<file path="config.mk">
export PLATFORM = sky130hd
export DESIGN_NAME = rsst_ctrl
export DESIGN_NICKNAME = d
export VERILOG_FILES = /design/src/rtl/assert_macros.svh /design/src/rtl/rsst_pkg.sv /design/src/rtl/rsst_ctrl.sv
export SDC_FILE = /design/constraint.sdc
export NUM_CORES = 1
export LEC_CHECK = 0
export BUFFER_PORTS_ARGS = -buffer_cell sky130_fd_sc_hd__buf_2
export CAP_MARGIN = 20
export CELL_PAD_IN_SITES_DETAIL_PLACEMENT = 1
export CELL_PAD_IN_SITES_GLOBAL_PLACEMENT = 1
export CORE_AREA = 5 5 42 44
export CTS_CLUSTER_DIAMETER = 80
export DETAILED_ROUTE_END_ITERATION = 10
export DIE_AREA = 0 0 47 49
export PLACE_DENSITY = 0.65
export SLEW_MARGIN = 20
export SYNTH_ARGS = -nofsm -noshare
export SYNTH_HDL_FRONTEND = slang
export SYNTH_SLANG_ARGS = --single-unit
export TNS_END_PERCENT = 20
</file>
<file path="constraint.sdc">
create_clock -name clk -period 2 [get_ports clk]
set_clock_uncertainty 0.2 [all_clocks]
set_input_delay 0.4 -clock clk [delete_from_list [all_inputs] [get_ports clk]]
set_output_delay 0.4 -clock clk [all_outputs]
set_load 0.01 [all_outputs]
</file>
<file path="src/rtl/assert_macros.svh">
// assertion wrappers for the range sum segment tree rtl
// no dependencies; included by rsst_datapath, the module that carries checks
`ifndef ASSERT_MACROS_SVH
`define ASSERT_MACROS_SVH
`ifndef SYNTHESIS
// check at every clock edge outside reset
`define RSST_ASSERT(lbl, clk, rst_n, prop, msg) \
	lbl: assert property (@(posedge clk) disable iff (!rst_n) prop) else $error(msg);
// check at every clock edge, reset included
`define RSST_ASSERT_ALWAYS(lbl, clk, prop, msg) \
	lbl: assert property (@(posedge clk) prop) else $error(msg);
`else
`define RSST_ASSERT(lbl, clk, rst_n, prop, msg)
`define RSST_ASSERT_ALWAYS(lbl, clk, prop, msg)
`endif
`endif

</file>
<file path="src/rtl/rsst_pkg.sv">
// shared constants, opcodes and controller/datapath interface types
// no dependencies
`default_nettype none

package rsst_pkg;

	localparam int IDX_W = 10;
	localparam int CNT_W = 11;
	localparam int DATA_W = 32;
	localparam int MAX_ELEMENTS_DEF = 1024;

	typedef enum logic {
		OP_SET = 1'b0,
		OP_QUERY = 1'b1
	} rsst_op_t;

	typedef struct packed {
		logic clr;
		logic load;
		logic descend;
		logic leaf_wr;
		logic up_rd;
		logic up_wr;
		logic q_visit;
		logic out_load;
	} rsst_cmd_t;

	typedef struct packed {
		logic clr_last;
		logic is_query;
		logic in_skip;
		logic is_leaf;
		logic is_root;
		logic q_partial;
		logic stk_empty;
		logic out_free;
	} rsst_status_t;

	// width of element positions and of the last-index register
	function automatic int pos_width(input int max_elems);
		return ($clog2(max_elems) > IDX_W) ? $clog2(max_elems) : IDX_W;
	endfunction

endpackage

`default_nettype wire

</file>
<file path="src/rtl/rsst_ctrl.sv">
// sequencing state machine: clear pass, set walk, query traversal
// depends on rsst_pkg
`default_nettype none

module rsst_ctrl
	import rsst_pkg::*;
(
	input  logic         clk,
	input  logic         arst_n,
	input  logic         in_valid,
	output logic         in_stall,
	input  rsst_status_t status,
	output rsst_cmd_t    cmd
);

	typedef enum logic [2:0] {
		S_CLEAR,
		S_IDLE,
		S_DESC,
		S_UP_RD,
		S_UP_WR,
		S_Q_VISIT,
		S_Q_DRAIN
	} state_t;

	state_t state_q;
	state_t state_d;

	always_comb begin
		cmd = '0;
		state_d = state_q;
		case (state_q)
			S_CLEAR: begin
				cmd.clr = 1'b1;
				if (status.clr_last) begin
					state_d = S_IDLE;
				end
			end
			S_IDLE: begin
				if (in_valid) begin
					cmd.load = 1'b1;
					if (status.is_query) begin
						state_d = status.in_skip ? S_Q_DRAIN : S_Q_VISIT;
					end else if (!status.in_skip) begin
						state_d = S_DESC;
					end
				end
			end
			S_DESC: begin
				if (status.is_leaf) begin
					cmd.leaf_wr = 1'b1;
					state_d = status.is_root ? S_IDLE : S_UP_RD;
				end else begin
					cmd.descend = 1'b1;
				end
			end
			S_UP_RD: begin
				cmd.up_rd = 1'b1;
				state_d = S_UP_WR;
			end
			S_UP_WR: begin
				cmd.up_wr = 1'b1;
				state_d = status.is_root ? S_IDLE : S_UP_RD;
			end
			S_Q_VISIT: begin
				cmd.q_visit = 1'b1;
				if (!status.q_partial && status.stk_empty) begin
					state_d = S_Q_DRAIN;
				end
			end
			S_Q_DRAIN: begin
				if (status.out_free) begin
					cmd.out_load = 1'b1;
					state_d = S_IDLE;
				end
			end
			default: begin
				state_d = S_IDLE;
			end
		endcase
	end

	always_ff @(posedge clk or negedge arst_n) begin
		if (!arst_n) begin
			state_q <= S_CLEAR;
		end else begin
			state_q <= state_d;
		end
	end

	assign in_stall = (state_q != S_IDLE);

endmodule

`default_nettype wire

</file>
### After elaboration in Yosys (flattened, before gate mapping)

Cells that the tools add are included.

* flip-flop bits (word level): 3
* logic and storage cells: 39

* eq/ne operators: 13
* multiplexer cells: 21
* reduce and logical (&&, ||, !) cells: 4

Operator list (number)
* 3-bit two-way mux: 7
* 3-bit case mux with 7 select lines: 1
* 1-bit two-way mux: 10
* 2-bit != test, second input constant: 5
* 3-bit == test, second input constant: 3
* 3-bit by 2-bit == test with 1-bit output, second input constant: 2
* 2-bit two-way mux: 3
* 6-bit AND reduction: 1
* 3-bit by 1-bit == test with 1-bit output, second input constant: 1
* 3-bit logical NOT: 1
* 3-bit by 1-bit != test with 1-bit output, second input constant: 1
* 3-bit != test, second input constant: 1
* 1-bit logical AND: 1
* 1-bit logical NOT: 1

### Logic depth before layout (Yosys ltp)

* depth in word-level cells: 4
* mapped depth: 5
* mapped depth without buffers: 4

### Least setup slack after synthesis

No wires, ideal clock.

* path type: flip-flop to flip-flop
* start: reg state_q[1]
* end: reg state_q[0]
* setup time: 0.127 ns
* data arrival time: 1.424 ns
* path slack: 0.248 ns
* stages on the path, launching flop included: 5
* buffers on the path: 0
* path through: dfrtp_1 or2b_1 o22ai_2 a222oi_1 mux2_1

* longest elaborated chain between the ends: 3
* elaborated cells on any way between the ends: 15
* classes of those cells: eq/ne (12); mux (1); reduce/logical (2)

Ends and longest elaborated chain
* from (decl): RTL line rsst_ctrl.sv:26 `state_t state_q;`
* from (signal assigned): RTL line rsst_ctrl.sv:87 `state_q <= state_d;`
* 3-bit by 1-bit == test with 1-bit output, or another cell as far along: RTL line rsst_ctrl.sv:32 `case (state_q)`
* 3-bit != test (no line) / 2-bit != test (equally long branches)
* 6-bit AND reduction (no line)

Several ways; a longest one is shown, not always the timed one.
A chain may end at the register's enable or synchronous reset.

==> flow_summary_export.csv <==
group,metric,value,unit
status,status,"finished, final reports clean",
critical_path,regToRegSetupSlack,100,ps
route,drtIter0Drc,5,
route,drc,0,
synth,synth_area_leaders,"dfrtp_1 24%, mux2_1 7.2%, nor2_1 7.2%",
run,timing.max_cap.violations,0,
critical_path,crit_fanout,4,
clock_network,clkSinkCount,3,
synth,ys_types,23,
critical_path,r2r_end,"state_q[0]$_DFFE_PN0P_",
pwr,peakVddDrop,0.000447,V
clock_network,cts_buffers,3,
finish,drive_above_1_share,48.5,%
route,totalWireLength,990,um
route,wl_per_cell,11.8,um
placed_design,port_buffers,19,
critical_path,critPathRequiredTime,1400,ps
global_route,grt_max_degree,15,
floorplanning,rows,14,
floorplanning,start_util,22.3,%
global_route,grtUsageTotal,10.4,%
critical_path,startpoint,"state_q[0]$_DFFE_PN0P_",
synth,netlist_area,313,um^2
floorplanning,fp.coreArea,0.00140,mm^2
clock_network,cts_root_buffer,"clkbuf_4",
pwr,switching_power,0.000318,W
synth,yosysTopAreaCell,"dfrtp_1",
sta,timing.fmax,0.520,GHz
clock_network,insertion_delay,240,ps
critical_path,worst-setup-path-type,"reg2out",
sta,worst_slew_pin_slew,420,ps
placed_design,gp_congestion,0.763,
clock_network,htree_levels,1,
critical_path,rr_worst_depth,5,
sta,setup_viol,0,
floorplanning,die_x,47,um
critical_path,critical_path.startpoint_type,"flop",
placed_design,dp_slack,77.0,ps
pwr,combPwrFrac,64.5,%
finish,regMostFlops,"state_q",
route,via_count,391,
synth,ys_warn_count,0,
clock_network,clk_path_buf_depth,2,
critical_path,endpoint_kind,"primary output",
sta,whs,292,ps
route,dr.pass1.iters,5,
finish,nets,80,
critical_path,cp-endpoint,"cmd[4]",
pwr,seq_power_share,20.8,%
synth,async_flop_share,100,%
global_route,grt_pass1_vias,423,
hold_path,hold_path_class,"in2async",
pwr,internal_power,0.000416,W
pwr,p_leak,0.253,nW
synth,yosysSeqAreaShare,24.0,%
finish,num_antenna_cells,0,
floorplanning,die_area,0.00230,mm^2
placed_design,dp_hpwl,795,um
pwr,netSwitchingFraction,43.3,%
synth,synth_edf_count,0,
critical_path,r2r_start,"state_q[0]$_DFFE_PN0P_",
global_route,grt_antenna_before_repair,0,
finish,largest_register_ffs,3,
global_route,overflow,0,
synth,synth_top_area_share,24.0,%
pwr,powerDensity,1500,mW/mm^2
synth,synth-main-ff-cell,"dfrtp_1",
pwr,clkPwrFrac,14.7,%
sta,rsz0062_at_grt,"yes",
synth,synth_nets,53,
sta,finalHoldViolCount,0,
sta,layout_setup_ws,75.3,ps
clock_network,clk_pin_slew_worst_paths,40,ps
finish,syn2layout_area_growth,56.8,%
finish,final_cell_mix,"19 x buf_2, 6 x nor2_1, 5 x nand2_1, 5 x buf_4",
floorplanning,die_y,49,um
synth,ys_seq_elements,3,
sta,period_needed,1920,ps
clock_network,cts_tree,"done",
sta,slew_viol_final,0,
route,vias_per_cell,4.65,
floorplanning,io_pins,20,
finish,final_common_cell,"buf_2",
global_route,grt_pass1_wl,1760,um
finish,reg.largest.list,"state_q (3)",
sta,fin_crit_sh,96.2,%
finish,finalCoreUtilization,35.0,%
synth,synthCells,42,
synth,synth_area_per_cell,7.45,um^2
route,antenna_left,0,
sta,max_slew_margin,72.0,%
critical_path,arrival,1320,ps
cells by family (layout without fill, tap and decap cells):
kind of cell	Yosys count	after routing	share of synthesized area, %
multiplexers	3	3	10.4
AND/OR/NAND/NOR	24	24	39.2
AO/OA/AOI/OAI	6	6	16.4
flip-flops	3	3	24.0
buffers and inverters	6	32	10.0
cell type report:
cell class	count	area (um^2)
clock buffers	4	26.3
inverters	3	11.3
repair buffers	25	143
multi-input cells	33	211
flip-flops and latches	3	78.8
fillers	189	911
well taps	16	20.0
how the worst min path moves through the flow:
stage | startpoint | end | slack [ps] | cells after the start
global placement | arst_n | state_q[2]$_DFFE_PN0P_ | -3 | 1
CTS | arst_n | state_q[1]$_DFFE_PN0P_ | 290 | 2
detailed placement | arst_n | state_q[2]$_DFFE_PN0P_ | -0.6 | 1
finish | arst_n | state_q[1]$_DFFE_PN0P_ | 290 | 2
global route | arst_n | state_q[2]$_DFFE_PN0P_ | 280 | 2
floorplan | arst_n | state_q[0]$_DFFE_PN0P_ | -100 | 0
synth_stat cells (2+ instances only):
cell type / number
nor2_1: 6
nand2_1: 5
dfrtp_1: 3
inv_1: 3
nor3_1: 3
mux2_1: 2
nand2b_1: 2
nand3_1: 2
o21ai_0: 2
routing by layer:
| metal | GRT usage [%] | up-vias | wire length [um] | part of all wire, % |
|---|---|---|---|---|
| li1 | - | 199 | - | - |
| met1 | 11.5 | 176 | 392 | 40 |
| met4 | 6.91 | 0 | 21 | 2.1 |
| met2 | 16.7 | 14 | 496 | 50 |
| met3 | 2.58 | 2 | 79 | 8.0 |
| met5 | 0 | - | 0 | 0 |
power by group through the flow:
stage	logic [W]	registers (W)	clock network, W
global route	0.000534	0.000161	0.000126
CTS	0.000480	0.000150	0.000112
detailed placement	0.000424	0.000167	0
global placement	0.000417	0.000167	0
floorplan	0.000338	0.000114	0
finish	0.000473	0.000153	0.000108
metrics by stage:
step	TNS (ps)	cells	power, W	cell area [um^2]
after detailed placement	0	77	0.000591	430
after global placement	0	77	0.000584	430
after global routing	-80.0	84	0.000820	490
after floorplan	0	42	0.000452	313
after CTS	0	84	0.000742	484
final	0	84	0.000734	490
critical path, cell delays in order, from the launching register on:
cell	delay [ps]
dfrtp_2	390
or2b_1	240
buf_4	160
nor3b_2	150
buf_2	140
timing repair:
item	CTS	global route
endpoints found under the setup margin	1	3
hold endpoints to repair	3	0
setup buffers	2	0
hold buffers	1	0
gates resized for setup	2	2
gates cloned	0	0
Power figures use the tool's default switching activity.
